### src/hw/rtl/fhd_pkg.sv
// Shared types and constants of the frame header deframer.
// Used by the configuration, parser, queue and top-level modules.
`default_nettype none

package fhd_pkg;

    localparam int HEADER_BYTES = 12;
    localparam int POS_W = 17;
    localparam int LEN_W = 16;
    localparam int QUEUE_DEPTH_DEF = 4;
    localparam int CFG_ADDR_W = 4;

    localparam logic [POS_W-1:0] POS_MAX = {POS_W{1'b1}};
    localparam logic [POS_W-1:0] POS_HDR = POS_W'(HEADER_BYTES);

    localparam logic [POS_W-1:0] OFS_MAGIC0 = POS_W'(0);
    localparam logic [POS_W-1:0] OFS_MAGIC1 = POS_W'(1);
    localparam logic [POS_W-1:0] OFS_VERSION = POS_W'(2);
    localparam logic [POS_W-1:0] OFS_TYPE = POS_W'(3);
    localparam logic [POS_W-1:0] OFS_FLAGS = POS_W'(4);
    localparam logic [POS_W-1:0] OFS_HDRLEN = POS_W'(5);
    localparam logic [POS_W-1:0] OFS_SEQ_LO = POS_W'(6);
    localparam logic [POS_W-1:0] OFS_SEQ_HI = POS_W'(7);
    localparam logic [POS_W-1:0] OFS_XID_LO = POS_W'(8);
    localparam logic [POS_W-1:0] OFS_XID_HI = POS_W'(9);
    localparam logic [POS_W-1:0] OFS_LEN_LO = POS_W'(10);
    localparam logic [POS_W-1:0] OFS_LEN_HI = POS_W'(11);

    localparam logic [CFG_ADDR_W-1:0] ADDR_MAGIC_FIRST = CFG_ADDR_W'(0);
    localparam logic [CFG_ADDR_W-1:0] ADDR_MAGIC_SECOND = CFG_ADDR_W'(4);
    localparam logic [CFG_ADDR_W-1:0] ADDR_PROTOCOL_VERSION = CFG_ADDR_W'(8);

    localparam logic [7:0] RESET_MAGIC_FIRST = 8'd0;
    localparam logic [7:0] RESET_MAGIC_SECOND = 8'd0;
    localparam logic [7:0] RESET_PROTOCOL_VERSION = 8'd1;

    typedef enum logic [1:0] {
        STATUS_OK = 2'd0,
        STATUS_BAD_FRAME = 2'd1,
        STATUS_BAD_VERSION = 2'd2
    } fhd_status_t;

    typedef struct packed {
        logic [7:0] magic_first;
        logic [7:0] magic_second;
        logic [7:0] protocol_version;
    } fhd_cfg_t;

    typedef struct packed {
        logic              is_report;
        logic [7:0]        payload_byte;
        logic              payload_end;
        fhd_status_t       status;
        logic [7:0]        msg_type;
        logic [7:0]        msg_flags;
        logic [LEN_W-1:0]  sequence_res;
        logic [LEN_W-1:0]  transaction;
        logic [LEN_W-1:0]  payload_length;
    } fhd_result_t;

    typedef struct packed {
        logic        first_valid;
        logic        second_valid;
        fhd_result_t first;
        fhd_result_t second;
    } fhd_push_t;

endpackage

`default_nettype wire

### src/hw/rtl/frame_header_deframer.sv
// Frame header deframer top level: one received byte per input word.
// Result words are queued as their byte is accepted and offered in order.
// Throughput: one byte per cycle while the queue has room; a byte can yield
// both a payload word and a report, so the input stalls when the result queue
// has fewer than two free entries. Reset (aresetn low, synchronous) clears
// the parse state and the queue and loads the register defaults.
`default_nettype none

module frame_header_deframer
    import fhd_pkg::*;
#(
    parameter int QUEUE_DEPTH = QUEUE_DEPTH_DEF
) (
    input  wire logic                  aclk,
    input  wire logic                  aresetn,
    input  wire logic                  psel,
    input  wire logic                  penable,
    input  wire logic                  pwrite,
    input  wire logic [CFG_ADDR_W-1:0] paddr,
    input  wire logic [31:0]           pwdata,
    output logic      [31:0]           prdata,
    output logic                       pready,
    input  wire logic                  s_tvalid,
    output logic                       s_tready,
    input  wire logic [7:0]            s_tdata,   // rx_byte
    input  wire logic                  s_tlast,   // buffer_last
    output logic                       m_tvalid,
    input  wire logic                  m_tready,
    // payload_byte [7:0], status [9:8], msg_type [17:10], msg_flags [25:18],
    // sequence_res [41:26], transaction [57:42], payload_length [73:58], zeros above
    output logic      [79:0]           m_tdata,
    output logic                       m_tlast,   // payload_end
    output logic                       m_tuser    // is_report
);

    fhd_cfg_t    cfg;
    fhd_push_t   push;
    fhd_result_t out_word;
    logic        room;
    logic        in_accept;

    assign s_tready  = room;
    assign in_accept = s_tvalid && s_tready;

    fhd_cfg u_cfg (
        .aclk    (aclk),
        .aresetn (aresetn),
        .psel    (psel),
        .penable (penable),
        .pwrite  (pwrite),
        .paddr   (paddr),
        .pwdata  (pwdata),
        .prdata  (prdata),
        .pready  (pready),
        .cfg     (cfg)
    );

    fhd_parse u_parse (
        .aclk        (aclk),
        .aresetn     (aresetn),
        .in_accept   (in_accept),
        .rx_byte     (s_tdata),
        .buffer_last (s_tlast),
        .cfg         (cfg),
        .push        (push)
    );

    fhd_queue #(
        .DEPTH (QUEUE_DEPTH)
    ) u_queue (
        .aclk      (aclk),
        .aresetn   (aresetn),
        .push      (push),
        .room      (room),
        .out_valid (m_tvalid),
        .out_ready (m_tready),
        .out_word  (out_word)
    );

    assign m_tdata = {6'd0, out_word.payload_length, out_word.transaction,
                      out_word.sequence_res, out_word.msg_flags, out_word.msg_type,
                      out_word.status, out_word.payload_byte};
    assign m_tlast = out_word.payload_end;
    assign m_tuser = out_word.is_report;

endmodule

`default_nettype wire

### src/hw/rtl/fhd_cfg.sv
// APB-style register file holding the magic and version match values.
// Depends on fhd_pkg.
`default_nettype none

module fhd_cfg
    import fhd_pkg::*;
(
    input  wire logic                  aclk,
    input  wire logic                  aresetn,
    input  wire logic                  psel,
    input  wire logic                  penable,
    input  wire logic                  pwrite,
    input  wire logic [CFG_ADDR_W-1:0] paddr,
    input  wire logic [31:0]           pwdata,
    output logic      [31:0]           prdata,
    output logic                       pready,
    output fhd_cfg_t                   cfg
);

    fhd_cfg_t cfg_reg;
    logic     wr_en;

    assign pready = 1'b1;
    assign wr_en  = psel && penable && pwrite && pready;
    assign cfg    = cfg_reg;

    always_ff @(posedge aclk) begin
        if (!aresetn) begin
            cfg_reg.magic_first      <= RESET_MAGIC_FIRST;
            cfg_reg.magic_second     <= RESET_MAGIC_SECOND;
            cfg_reg.protocol_version <= RESET_PROTOCOL_VERSION;
        end else if (wr_en) begin
            unique case (paddr)
                ADDR_MAGIC_FIRST:      cfg_reg.magic_first <= pwdata[7:0];
                ADDR_MAGIC_SECOND:     cfg_reg.magic_second <= pwdata[7:0];
                ADDR_PROTOCOL_VERSION: cfg_reg.protocol_version <= pwdata[7:0];
                default: ;
            endcase
        end
    end

    always_comb begin
        unique case (paddr)
            ADDR_MAGIC_FIRST:      prdata = {24'd0, cfg_reg.magic_first};
            ADDR_MAGIC_SECOND:     prdata = {24'd0, cfg_reg.magic_second};
            ADDR_PROTOCOL_VERSION: prdata = {24'd0, cfg_reg.protocol_version};
            default:               prdata = 32'd0;
        endcase
    end

endmodule

`default_nettype wire

### src/hw/rtl/fhd_parse.sv
// Header parser: byte position counter, header field capture and checks,
// a payload word for each payload byte and a report at each buffer end.
// Depends on fhd_pkg.
`default_nettype none

module fhd_parse
    import fhd_pkg::*;
(
    input  wire logic       aclk,
    input  wire logic       aresetn,
    input  wire logic       in_accept,
    input  wire logic [7:0] rx_byte,
    input  wire logic       buffer_last,
    input  wire fhd_cfg_t   cfg,
    output fhd_push_t       push
);

    logic [POS_W-1:0] pos_reg, pos_next;
    logic             magic_reg, magic_next;
    logic             version_reg, version_next;
    logic             hdrlen_reg, hdrlen_next;
    logic [7:0]       type_reg, type_next;
    logic [7:0]       flags_reg, flags_next;
    logic [LEN_W-1:0] seq_reg, seq_next;
    logic [LEN_W-1:0] xid_reg, xid_next;
    logic [LEN_W-1:0] len_reg, len_next;

    logic [POS_W-1:0] frame_end;
    logic             header_good;
    logic             is_payload;
    fhd_status_t      status;
    fhd_result_t      payload_word;
    fhd_result_t      report_word;

    always_comb begin
        magic_next   = magic_reg;
        version_next = version_reg;
        hdrlen_next  = hdrlen_reg;
        type_next    = type_reg;
        flags_next   = flags_reg;
        seq_next     = seq_reg;
        xid_next     = xid_reg;
        len_next     = len_reg;
        unique case (pos_reg)
            OFS_MAGIC0:  magic_next = (rx_byte == cfg.magic_first);
            OFS_MAGIC1:  magic_next = magic_reg && (rx_byte == cfg.magic_second);
            OFS_VERSION: version_next = (rx_byte == cfg.protocol_version);
            OFS_TYPE:    type_next = rx_byte;
            OFS_FLAGS:   flags_next = rx_byte;
            OFS_HDRLEN:  hdrlen_next = (rx_byte == 8'(HEADER_BYTES));
            OFS_SEQ_LO:  seq_next = {8'd0, rx_byte};
            OFS_SEQ_HI:  seq_next = {rx_byte, seq_reg[7:0]};
            OFS_XID_LO:  xid_next = {8'd0, rx_byte};
            OFS_XID_HI:  xid_next = {rx_byte, xid_reg[7:0]};
            OFS_LEN_LO:  len_next = {8'd0, rx_byte};
            OFS_LEN_HI:  len_next = {rx_byte, len_reg[7:0]};
            default: ;
        endcase

        pos_next    = (pos_reg != POS_MAX) ? pos_reg + POS_W'(1) : pos_reg;
        frame_end   = POS_HDR + POS_W'(len_next);
        header_good = magic_next && version_next && hdrlen_next;
        is_payload  = (pos_reg >= POS_HDR) && header_good && (pos_reg < frame_end);

        if (pos_next < POS_HDR || !magic_next) begin
            status = STATUS_BAD_FRAME;
        end else if (!version_next) begin
            status = STATUS_BAD_VERSION;
        end else if (!hdrlen_next || frame_end > pos_next) begin
            status = STATUS_BAD_FRAME;
        end else begin
            status = STATUS_OK;
        end

        payload_word              = '0;
        payload_word.payload_byte = rx_byte;
        payload_word.payload_end  = (pos_next == frame_end);
        payload_word.status       = STATUS_OK;

        report_word           = '0;
        report_word.is_report = 1'b1;
        report_word.status    = status;
        if (status == STATUS_OK) begin
            report_word.msg_type       = type_next;
            report_word.msg_flags      = flags_next;
            report_word.sequence_res   = seq_next;
            report_word.transaction    = xid_next;
            report_word.payload_length = len_next;
        end

        push.first_valid  = in_accept && (is_payload || buffer_last);
        push.second_valid = in_accept && is_payload && buffer_last;
        push.first        = is_payload ? payload_word : report_word;
        push.second       = report_word;
    end

    always_ff @(posedge aclk) begin
        if (!aresetn) begin
            pos_reg     <= '0;
            magic_reg   <= 1'b1;
            version_reg <= 1'b1;
            hdrlen_reg  <= 1'b1;
            type_reg    <= '0;
            flags_reg   <= '0;
            seq_reg     <= '0;
            xid_reg     <= '0;
            len_reg     <= '0;
        end else if (in_accept) begin
            if (buffer_last) begin
                pos_reg     <= '0;
                magic_reg   <= 1'b1;
                version_reg <= 1'b1;
                hdrlen_reg  <= 1'b1;
                type_reg    <= '0;
                flags_reg   <= '0;
                seq_reg     <= '0;
                xid_reg     <= '0;
                len_reg     <= '0;
            end else begin
                pos_reg     <= pos_next;
                magic_reg   <= magic_next;
                version_reg <= version_next;
                hdrlen_reg  <= hdrlen_next;
                type_reg    <= type_next;
                flags_reg   <= flags_next;
                seq_reg     <= seq_next;
                xid_reg     <= xid_next;
                len_reg     <= len_next;
            end
        end
    end

endmodule

`default_nettype wire

### src/hw/rtl/fhd_queue.sv
// Small result queue that takes up to two words a cycle and hands out one while out_ready is high.
// Depends on fhd_pkg.
`default_nettype none

module fhd_queue
    import fhd_pkg::*;
#(
    parameter int DEPTH = QUEUE_DEPTH_DEF
) (
    input  wire logic      aclk,
    input  wire logic      aresetn,
    input  wire fhd_push_t push,
    output logic           room,
    output logic           out_valid,
    input  wire logic      out_ready,
    output fhd_result_t    out_word
);

    localparam int PTR_W = $clog2(DEPTH);
    localparam int CNT_W = $clog2(DEPTH + 1);

    fhd_result_t      mem_reg [DEPTH];
    logic [PTR_W-1:0] wr_ptr_reg, rd_ptr_reg;
    logic [CNT_W-1:0] count_reg, count_next;
    logic [PTR_W-1:0] wr_ptr_second;
    logic             pop;

    assign room          = (count_reg <= CNT_W'(DEPTH - 2));
    assign out_valid     = (count_reg != '0);
    assign out_word      = mem_reg[rd_ptr_reg];
    assign pop           = out_valid && out_ready;
    assign wr_ptr_second = wr_ptr_reg + PTR_W'(1);

    always_comb begin
        count_next = count_reg + CNT_W'(push.first_valid) + CNT_W'(push.second_valid)
                     - CNT_W'(pop);
    end

    always_ff @(posedge aclk) begin
        if (push.first_valid) begin
            mem_reg[wr_ptr_reg] <= push.first;
        end
        if (push.second_valid) begin
            mem_reg[wr_ptr_second] <= push.second;
        end
    end

    always_ff @(posedge aclk) begin
        if (!aresetn) begin
            wr_ptr_reg <= '0;
            rd_ptr_reg <= '0;
            count_reg  <= '0;
        end else begin
            wr_ptr_reg <= wr_ptr_reg + PTR_W'(push.first_valid) + PTR_W'(push.second_valid);
            rd_ptr_reg <= rd_ptr_reg + PTR_W'(pop);
            count_reg  <= count_next;
        end
    end

endmodule

`default_nettype wire
### config.mk
export PLATFORM = sky130hd
export DESIGN_NAME = frame_header_deframer
export DESIGN_NICKNAME = d
export VERILOG_FILES = /design/src/hw/rtl/fhd_pkg.sv /design/src/hw/rtl/frame_header_deframer.sv /design/src/hw/rtl/fhd_cfg.sv /design/src/hw/rtl/fhd_parse.sv /design/src/hw/rtl/fhd_queue.sv
export SDC_FILE = /design/constraint.sdc
export NUM_CORES = 1
export LEC_CHECK = 0
export BUFFER_PORTS_ARGS = -buffer_cell sky130_fd_sc_hd__buf_4
export CAP_MARGIN = 5
export CORE_UTILIZATION = 40
export CTS_BUF_LIST = sky130_fd_sc_hd__clkbuf_16
export CTS_CLUSTER_SIZE = 20
export DETAILED_ROUTE_END_ITERATION = 8
export GPL_TIMING_DRIVEN = 0
export PLACE_DENSITY = 0.66
export SLEW_MARGIN = 5
export SYNTH_ARGS = -nofsm -noshare
export SYNTH_HDL_FRONTEND = slang
export SYNTH_HIERARCHICAL = 1
export SYNTH_SLANG_ARGS = --single-unit
### constraint.sdc
create_clock -name aclk -period 29.8 [get_ports aclk]
set_input_delay 4.47 -clock aclk [delete_from_list [all_inputs] [get_ports aclk]]
set_output_delay 4.47 -clock aclk [all_outputs]
set_load 0.03 [all_outputs]
Word-level counts from Yosys, hierarchy flattened
Memories as Yosys holds them, arrays and structs flattened. A register that Yosys moved wholly into a read port is not among the register bits.
Index checks and enable logic that the tools add are counted.
{ "op_classes": {"reduce_logical": 24, "n_lt_le_gt_ge": 5, "n_mux": 29, "eq_ne": 19, "addsub": 9} }
{ "op_table": {"columns": ["cell", "n"], "rows": [
  ["$pmux W16 S2", 3],
  ["$mux W76", 1],
  ["$eq A17 B3 Y1 const B", 4],
  ["$eq A17 B4 Y1 const B", 4],
  ["$mux W64", 1],
  ["$mux W16", 3],
  ["$eq A17 B2 Y1 const B", 2],
  ["$mux W17", 2],
  ["$mux W8", 4],
  ["$eq A8 B8 Y1", 3],
  ["$pmux W8 S3", 1],
  ["$add A17 B1 Y17 const B", 1],
  ["$add A4 B16 Y17 const A", 1],
  ["$eq A17 B1 Y1 const B", 1],
  ["$eq A17 B17 Y1", 1],
  ["$ge A17 B4 Y1 const B", 1],
  ["$gt A17 B17 Y1", 1],
  ["$logic_not A17 Y1", 1],
  ["$lt A17 B17 Y1", 1],
  ["$lt A17 B4 Y1 const B", 1],
  ["$ne A17 B17 Y1 const B", 1],
  ["$logic_and A1 B1 Y1", 12],
  ["$mux W1", 10],
  ["$eq A8 B4 Y1 const B", 1],
  ["other kinds (15)", 25]
]} }
{ "word_totals": {"wordCells": 102, "ramBits": 304, "memories": 1, "regBits": 115, "out_inout_bits": 117, "input_bits": 52} }
{ "mem_list": {"columns": ["name", "words", "width", "read_ports", "rd_clocked_by_memory_dff", "wr", "line_no", "text"], "rows": [
  ["u_queue.mem_reg", 4, 76, 1, 1, 2, "fhd_queue.sv:22", "fhd_result_t mem_reg [DEPTH];"]
]} }

Longest topological paths before layout
Gate-level depths: netlist (run 1).
{ "depth": {"ltp_word": 12, "depth_mapped": 30, "ltp_nobuf": 27} }

Cells and area by module
Netlist (run 1), hierarchy kept.
{ "by_module_without_submodules": {"columns": ["module", "cells_per_inst", "instances", "seq_area_each_um2", "area_each_um2"], "rows": [
  ["fhd_queue", 778, 1, 9268.9, 14985.6],
  ["fhd_parse", 996, 1, 1681.6, 8003.9],
  ["fhd_cfg", 137, 1, 480.5, 1287.5],
  ["frame_header_deframer", 8, 1, 0.0, 55.1]
]} }

Least setup slack after synthesis (run 1)
No wires, ideal clock.
{ "synth_path": {"path_kind": "input to register", "start": "in s_tdata[3]", "end": "mem u_queue/mem_reg[0][0] (netlist bit), enable pin", "setup_ns": 0.622, "n_path_buf": 3, "required_time_ns": 29.178, "arrival_time_ns": 14.156, "setup_slack_ns": 15.021, "path_stages": 21, "cell_sequence": "clkbuf_1 -> nor2_1 -> o221ai_1 -> a21oi_1 -> nor3_1 -> nand4bb_1 -> buf_2 -> or3_4 -> or4_1 -> xor2_1 -> inv_1 -> ha_1 -> nor2b_1 -> o21ai_0 -> and4b_1 -> o31ai_1 -> nor2_1 -> clkbuf_1 -> o21a_1 -> inv_1 -> o31ai_1"} }
{ "synth_rtl": {"columns": ["element", "line_no", "text"], "rows": [
  ["start, declared", "frame_header_deframer.sv:25", "input wire logic [7:0] s_tdata,"],
  ["end, declared", "fhd_queue.sv:22", null]
]} }

==> results of run 1 <==
-- cells in the mapped netlist (37+ instances only) --
cell type | number | share of area [%]
sky130_fd_sc_hd__nor3_1 | 46 | 0.95
sky130_fd_sc_hd__xnor2_1 | 37 | 1.3
sky130_fd_sc_hd__clkbuf_1 | 93 | 1.4
sky130_fd_sc_hd__dfxtp_1 | 115 | 9.5
sky130_fd_sc_hd__and2_1 | 49 | 1.3
sky130_fd_sc_hd__mux2i_1 | 44 | 1.8
sky130_fd_sc_hd__nor2b_1 | 64 | 1.6
sky130_fd_sc_hd__buf_4 | 56 | 1.7
sky130_fd_sc_hd__a22oi_1 | 52 | 1.6
sky130_fd_sc_hd__ha_1 | 37 | 1.9
sky130_fd_sc_hd__inv_1 | 68 | 1.0
sky130_fd_sc_hd__mux2_2 | 306 | 14
sky130_fd_sc_hd__buf_2 | 43 | 0.88
sky130_fd_sc_hd__mux4_2 | 76 | 7.0
sky130_fd_sc_hd__edfxtp_1 | 304 | 38
sky130_fd_sc_hd__nand2_1 | 94 | 1.5
-- cell type report --
class | count | area, um2
Fill cell | 5339 | 32000
Multi-Input combinational cell | 1261 | 11700
Sequential cell | 419 | 11400
Clock buffer | 49 | 1230
Buffer | 207 | 1150
Timing Repair Buffer | 122 | 1120
Tap cell | 782 | 978
Clock inverter | 39 | 399
Inverter | 68 | 255
Antenna cell | 1 | 2.50
-- kinds of logic after synthesis --
kind of cell	synth area share, %
other	0.0771
DFF	47.0
and+or+nand+nor	11.7
xor gates and xnor gates	1.87
muxes	23.0
adders and majority gates	2.15
AOI/OAI and AO/OA	8.39
buffers and inverters	5.80
-- metal layers --
metal | part of all wire (%) | wire length (um) | vias up | track usage [%]
li1 | - | - | 7723 | -
met1 | 42 | 28900 | 8489 | 28.7
met2 | 48 | 33300 | 627 | 36.5
met3 | 7.3 | 5060 | 123 | 4.22
met4 | 3.2 | 2190 | 2 | 8.04
met5 | 0.019 | 13 | - | 0
-- per-stage QoR --
step           instances  cell area [um2]  utilization, %  total power, mW
2_1_floorplan       1955            24500               -            0.919
3_3_place_gp        2845            26300            43.6             1.06
3_5_place_dp        2859            26600            44.2             1.06
4_1_cts             2947            28200            46.9             1.68
5_1_grt             2948            28200            46.9             1.71
6_report            2948            28200            46.9             1.66
-- worst paths after layout --
check,end,slack [ns],cells past startpoint
setup / recovery,u_queue/mem_reg[0][23],18.51,23
hold / removal,u_parse/hdrlen_reg,0.48,2
setup reg to reg,u_queue/mem_reg[0][23],21.18,27
hold reg to reg,u_parse/hdrlen_reg,0.48,2
-- power breakdown --
group	switching, mW	total, mW	leakage, nW	internal [mW]
registers	0.00663	0.650	3.83	0.643
clock network	0.244	0.611	0.861	0.368
logic	0.247	0.399	5.43	0.152
-- worst register-to-register path: stages (launching register included) --
cell and delay, ns:
sky130_fd_sc_hd__dfxtp_1 0.37, sky130_fd_sc_hd__buf_6 0.17, sky130_fd_sc_hd__nor4_1 0.93, sky130_fd_sc_hd__and4_1 0.32, sky130_fd_sc_hd__clkbuf_1 0.26, sky130_fd_sc_hd__buf_2 0.31
sky130_fd_sc_hd__nand2b_1 0.23, sky130_fd_sc_hd__a22oi_1 0.37, sky130_fd_sc_hd__mux2i_1 0.14, sky130_fd_sc_hd__a31o_2 0.29, sky130_fd_sc_hd__inv_1 0.07, sky130_fd_sc_hd__ha_1 0.23
sky130_fd_sc_hd__a21o_1 0.16, sky130_fd_sc_hd__a21o_1 0.16, sky130_fd_sc_hd__a2111oi_0 0.73, sky130_fd_sc_hd__o21ai_0 0.17, sky130_fd_sc_hd__o21ai_0 0.17, sky130_fd_sc_hd__a41o_1 0.23
sky130_fd_sc_hd__a221oi_2 0.08, sky130_fd_sc_hd__nor2_1 0.42, sky130_fd_sc_hd__buf_6 0.27, sky130_fd_sc_hd__and3_1 0.43, sky130_fd_sc_hd__nand3_1 0.39, sky130_fd_sc_hd__buf_2 0.36
sky130_fd_sc_hd__buf_2 0.29, sky130_fd_sc_hd__o31ai_4 0.27, sky130_fd_sc_hd__buf_8 0.27, sky130_fd_sc_hd__buf_8 0.21
-- cells in the final DEF, fill, tap and decap left out, types with 37 or more instances in the layout --
cell type                   count
sky130_fd_sc_hd__mux4_2        76
sky130_fd_sc_hd__buf_2         43
sky130_fd_sc_hd__mux2i_1       44
sky130_fd_sc_hd__nand2_1       93
sky130_fd_sc_hd__edfxtp_1     304
sky130_fd_sc_hd__inv_1         84
sky130_fd_sc_hd__ha_1          37
sky130_fd_sc_hd__and2_1        49
sky130_fd_sc_hd__clkbuf_16     49
sky130_fd_sc_hd__clkbuf_1      93
sky130_fd_sc_hd__conb_1        41
sky130_fd_sc_hd__nor2b_1       63
sky130_fd_sc_hd__buf_4        164
sky130_fd_sc_hd__xnor2_1       37
sky130_fd_sc_hd__mux2_2       306
sky130_fd_sc_hd__nor3_1        46
sky130_fd_sc_hd__dfxtp_1      115
sky130_fd_sc_hd__a22oi_1       52
==> run summary, run 1 <==
Run status -> completed
Width of the die -> 249 um
Crit-path cells -> clkbuf_1 -> clkbuf_1 -> a22oi_1 -> mux2i_1 -> a31o_2 -> inv_1 -> ha_1 -> a21o_1 -> a21o_1 -> a2111oi_0 -> o21ai_0 -> o21ai_0 -> a41o_1 -> a221oi_2 -> nor2_1 -> buf_6 -> and3_1 -> nand3_1 -> buf_2 -> buf_2 -> o31ai_4 -> buf_8 -> buf_8
Via count of the first global-routing pass -> 17.2k
TritonCTS clock tree -> yes
Arrival time of data at the critical path endpoint -> 11.57 ns
Post CTS Setup Buffer Count -> 0
Final critical delay including setup and external delays -> 11.29 ns
CTS H-tree lvls -> 2
Reg-to-Reg Start -> u_parse/pos_reg[4]
Final Wtd Congestion -> 0.933
Minimum setup slack after placement -> 18.03 ns
CP startpoint -> s_tdata[6]
Detailed placer's ending HPWL -> 48.2 mm
Critical path's largest stage delay -> 0.83 ns
FP Rows -> 90
Final net count -> 2,219
1st-pass router iterations -> 5
Maximum vdd drop -> 39.0 uV
Gate family responsible for the most delay along the worst path -> buffers and inverters
Initial Util -> 40.4%
Upper clock frequency limit -> 88.6 MHz
Clock latency on the worst-skew pair -> 0.60 ns
Routed wirelength normalized by instance count -> 23.5 um
Max Buffers Root-to-Sink -> 3
Drc violations -> 0
Congestion Overflow GR -> 0
Sequential cell area fraction in the yosys report -> 47.0%
Slew margin rel. -> 20.6%
Port-buffer cells -> 108
Commonest register cell after synthesis -> sky130_fd_sc_hd__edfxtp_1
Cell count after synthesis -> 1,919
Critical path data required time -> 30.08 ns
Share of final-layout standard cells stronger than drive strength 1 -> 35.6%
Final Hold Viols -> 0
Fraction of registers with async set or reset after synthesis -> 0%
Combined global-route utilization of all metal layers -> 22.1%
Worst Max-Slew Pin Slew -> 1.18 ns
Max FFs per register -> 304
Biggest fanout along the worst timing path -> 14
Number of flops mapped to enable cells by yosys -> 304
Standby leakage power -> 10.1 nW
RSZ-0062 raised after global routing -> no
Avg Synthesized Cell Area -> 12.7 um2
Crit path launch type -> input pin
Total routed wirelength -> 69.4 mm
Launch point of the worst hold path -> u_parse/hdrlen_reg
Minimum hold slack -> 0.481 ns
Register bit count reported by yosys -> 419
Max Clock Skew -> 0.0244 ns
Clock-pin slew reported for the worst setup and hold paths after clock tree synthesis -> 0.05 ns
Detailed-route vias per instance -> 5.75
Area grow syn2layout -> 16.0%
Aggregate negative setup slack -> 0 ns
Count of max-cap constraint violations -> 0
Ports placed on the boundary -> 169
Worst Setup Path Type -> in -> reg
Height of the die -> 249 um
Worst setup margin -> 18.51 ns
Final number of setup-violating endpoints -> 0
Floorplan Core Area -> 60,200 um2
Number of buffers inserted during clock tree synthesis -> 48
Post-route ant nets -> 0
Final period util -> 37.9%
Buffers & Inverters on Critical Path -> 8
Pin count of the biggest net entering global routing -> 48
Antenna violations before repair -> 2
Type of the worst min-delay path -> reg -> reg
Initial detailed-routing violation count -> 1,640
# clock sinks -> 419
Total vias in the final route -> 17.0k
Count of instances resized after the clock tree is built -> 0
Die area -> 61,800 um2
Number of warnings reported in the yosys synthesis log -> 6
Worst Setup End Kind -> flop
Distinct cell type count of the synthesized netlist -> 81
First-pass GRT wire length -> 105 mm
Netlist Area Pre-Place -> 24,300 um2
Root buf cell -> sky130_fd_sc_hd__clkbuf_16
Critical Path Slowest Stage Cell -> sky130_fd_sc_hd__clkbuf_1
Final Slew Violations -> 0
Count of hold buffers inserted by post-cts repair -> 0
Power density over cell area -> 58.8 nW/um2
Power figures use the tool's default switching activity.
==> run 2: changes to the inputs <==
==> constraint.sdc (replaced) <==
create_clock -name aclk -period 10.8 [get_ports aclk]
set_input_delay 1.62 -clock aclk [delete_from_list [all_inputs] [get_ports aclk]]
set_output_delay 1.62 -clock aclk [all_outputs]
set_load 0.03 [all_outputs]
==> run 2 against run 1 <==
Net effect:
- non-clock buffer count is 1 lower
- largest cell class unchanged
- wire length is 1.1% higher
- register-to-register slack worse by 19 ns
==> run summary, run 2 (synthesized netlist as in run 1, its figures left out) <==
RSZ-0062 raised after global routing -> no
Worst Setup End Kind -> flop
Width of the die -> 249 um
Critical path's largest stage delay -> 0.89 ns
Share of final-layout standard cells stronger than drive strength 1 -> 35.4%
Net switching power -> 1.37 mW
Initial detailed-routing violation count -> 1,468
Antenna violations before repair -> 1
Final number of setup-violating endpoints -> 0
Highest-count cells in the layout ignoring fill and taps -> sky130_fd_sc_hd__mux2_2 (306), sky130_fd_sc_hd__edfxtp_1 (304), sky130_fd_sc_hd__buf_4 (164), sky130_fd_sc_hd__dfxtp_1 (115)
Crit path launch type -> flop
Final Hold Viols -> 0
Final net count -> 2,216
Worst Setup Path Type -> reg -> reg
Slew margin rel. -> 23.1%
Total vias in the final route -> 17.2k
Sum of internal, switching and leakage power -> 4.48 mW
Floorplan Core Area -> 60,200 um2
Clock-pin slew reported for the worst setup and hold paths after clock tree synthesis -> 0.06 ns
Max Buffers Root-to-Sink -> 3
CTS H-tree lvls -> 2
Fraction of power consumed by the clock network -> 35.3%
Height of the die -> 249 um
Type of the worst min-delay path -> reg -> reg
Total routed wirelength -> 70.2 mm
Root buf cell -> sky130_fd_sc_hd__clkbuf_16
Congestion Overflow GR -> 0
Core occupancy in the finished layout -> 46.5%
Power density over cell area -> 160 nW/um2
Standby leakage power -> 10.1 nW
Maximum vdd drop -> 112 uV
Minimum setup slack after placement -> 2.16 ns
Critical path data required time -> 11.05 ns
Worst Max-Slew Pin Slew -> 1.15 ns
Gate family responsible for the most delay along the worst path -> simple AND/OR/NAND/NOR gates
Footprint of the multi-input gates -> 11,700 um2
Post-route ant nets -> 0
Count of max-cap constraint violations -> 0
Sw frac -> 30.6%
Drc violations -> 0
Count of fill cells added during filler insertion -> 5,386
# clock sinks -> 419
Detailed placer's ending HPWL -> 48.7 mm
Upper clock frequency limit -> 120 MHz
Via count of the first global-routing pass -> 17.5k
Most common cell type on the critical path -> sky130_fd_sc_hd__buf_2
1st-pass router iterations -> 6
FP Rows -> 90
Final period util -> 76.9%
Most common library cell in the layout ignoring fill and taps -> sky130_fd_sc_hd__mux2_2
Clock latency on the worst-skew pair -> 0.60 ns
Final Slew Violations -> 0
Share of total power in combinational logic -> 24.7%
Count of instances resized after the clock tree is built -> 0
Biggest fanout along the worst timing path -> 49
Port-buffer cells -> 108
Sequential cell area -> 11,400 um2
Count of hold buffers inserted by post-cts repair -> 0
Area grow syn2layout -> 15.2%
Post CTS Setup Buffer Count -> 0
Buffers & Inverters on Critical Path -> 8
Initial Util -> 40.4%
Final Wtd Congestion -> 0.903
Worst setup margin -> 2.49 ns
Combined global-route utilization of all metal layers -> 22.5%
Number of buffers inserted during clock tree synthesis -> 46
Detailed-route vias per instance -> 5.86
Internal Power -> 3.11 mW
Aggregate negative setup slack -> 0 ns
ANT cells -> 0
First-pass GRT wire length -> 107 mm
Ports placed on the boundary -> 169
Final critical delay including setup and external delays -> 8.31 ns
Max Clock Skew -> 0.0204 ns
Routed wirelength normalized by instance count -> 23.9 um
Max FFs per register -> 304
Die area -> 61,800 um2
Pin count of the biggest net entering global routing -> 50
Reg power frac -> 40.0%
Critical Path Slowest Stage Cell -> sky130_fd_sc_hd__nor4_1
Run status -> completed
Arrival time of data at the critical path endpoint -> 8.56 ns
TritonCTS clock tree -> yes
## run 2: worst paths after layout
kind	slack (ns)	start	depth (start not counted)	endpoint
setup / recovery	2.49	u_parse/pos_reg[5]	26	u_queue/mem_reg[2][46]
hold reg to reg	0.48	u_parse/version_reg	2	u_parse/version_reg
setup reg to reg	2.49	u_parse/pos_reg[5]	26	u_queue/mem_reg[2][46]
hold / removal	0.48	u_parse/version_reg	2	u_parse/version_reg
## run 2: power groups by stage
stage / clock (mW) / sequential [mW] / combinational, mW
after floorplan: 0 / 1.83 / 0.705
after global placement: 0 / 1.84 / 1.08
after detailed placement: 0 / 1.83 / 1.11
after CTS: 1.60 / 1.79 / 1.11
after global routing: 1.67 / 1.80 / 1.16
final: 1.58 / 1.79 / 1.10
## run 2: tightest hold or removal path: cells and delay by family (launching register included)
family,cells,cell delay (ns)
flip-flops,1,0.32
AO/OA/AOI/OAI,1,0.07
AND/OR/NAND/NOR,1,0.06
## run 2: layout make-up
| class | instances | share of cell area (%) |
|---|---|---|
| Tap cell | 782 | 3.49 |
| Clock buffer | 46 | 4.11 |
| Buffer | 207 | 4.12 |
| Timing Repair Buffer | 121 | 3.77 |
| Multi-Input combinational cell | 1261 | 41.6 |
| Sequential cell | 419 | 40.8 |
| Inverter | 68 | 0.911 |
| Clock inverter | 37 | 1.19 |
## run 2: metal layers
metal,vias to the layer above,GRT usage [%],routed length (um)
li1,7709,-,-
met5,-,0,0
met2,655,37.6,34000
met3,124,3.98,4840
met1,8751,29.8,29600
met4,0,6.44,1780
## run 2: through the flow
| stage | cell area [um2] | std cells | hold WS (ns) |
|---|---|---|---|
| CTS | 28000 | 2941 | 0.480 |
| finish | 28000 | 2941 | 0.481 |
| global placement | 26300 | 2845 | 0.459 |
| global route | 28000 | 2941 | 0.507 |
| floorplan | 24500 | 1955 | 0.446 |
| detailed placement | 26500 | 2858 | 0.465 |
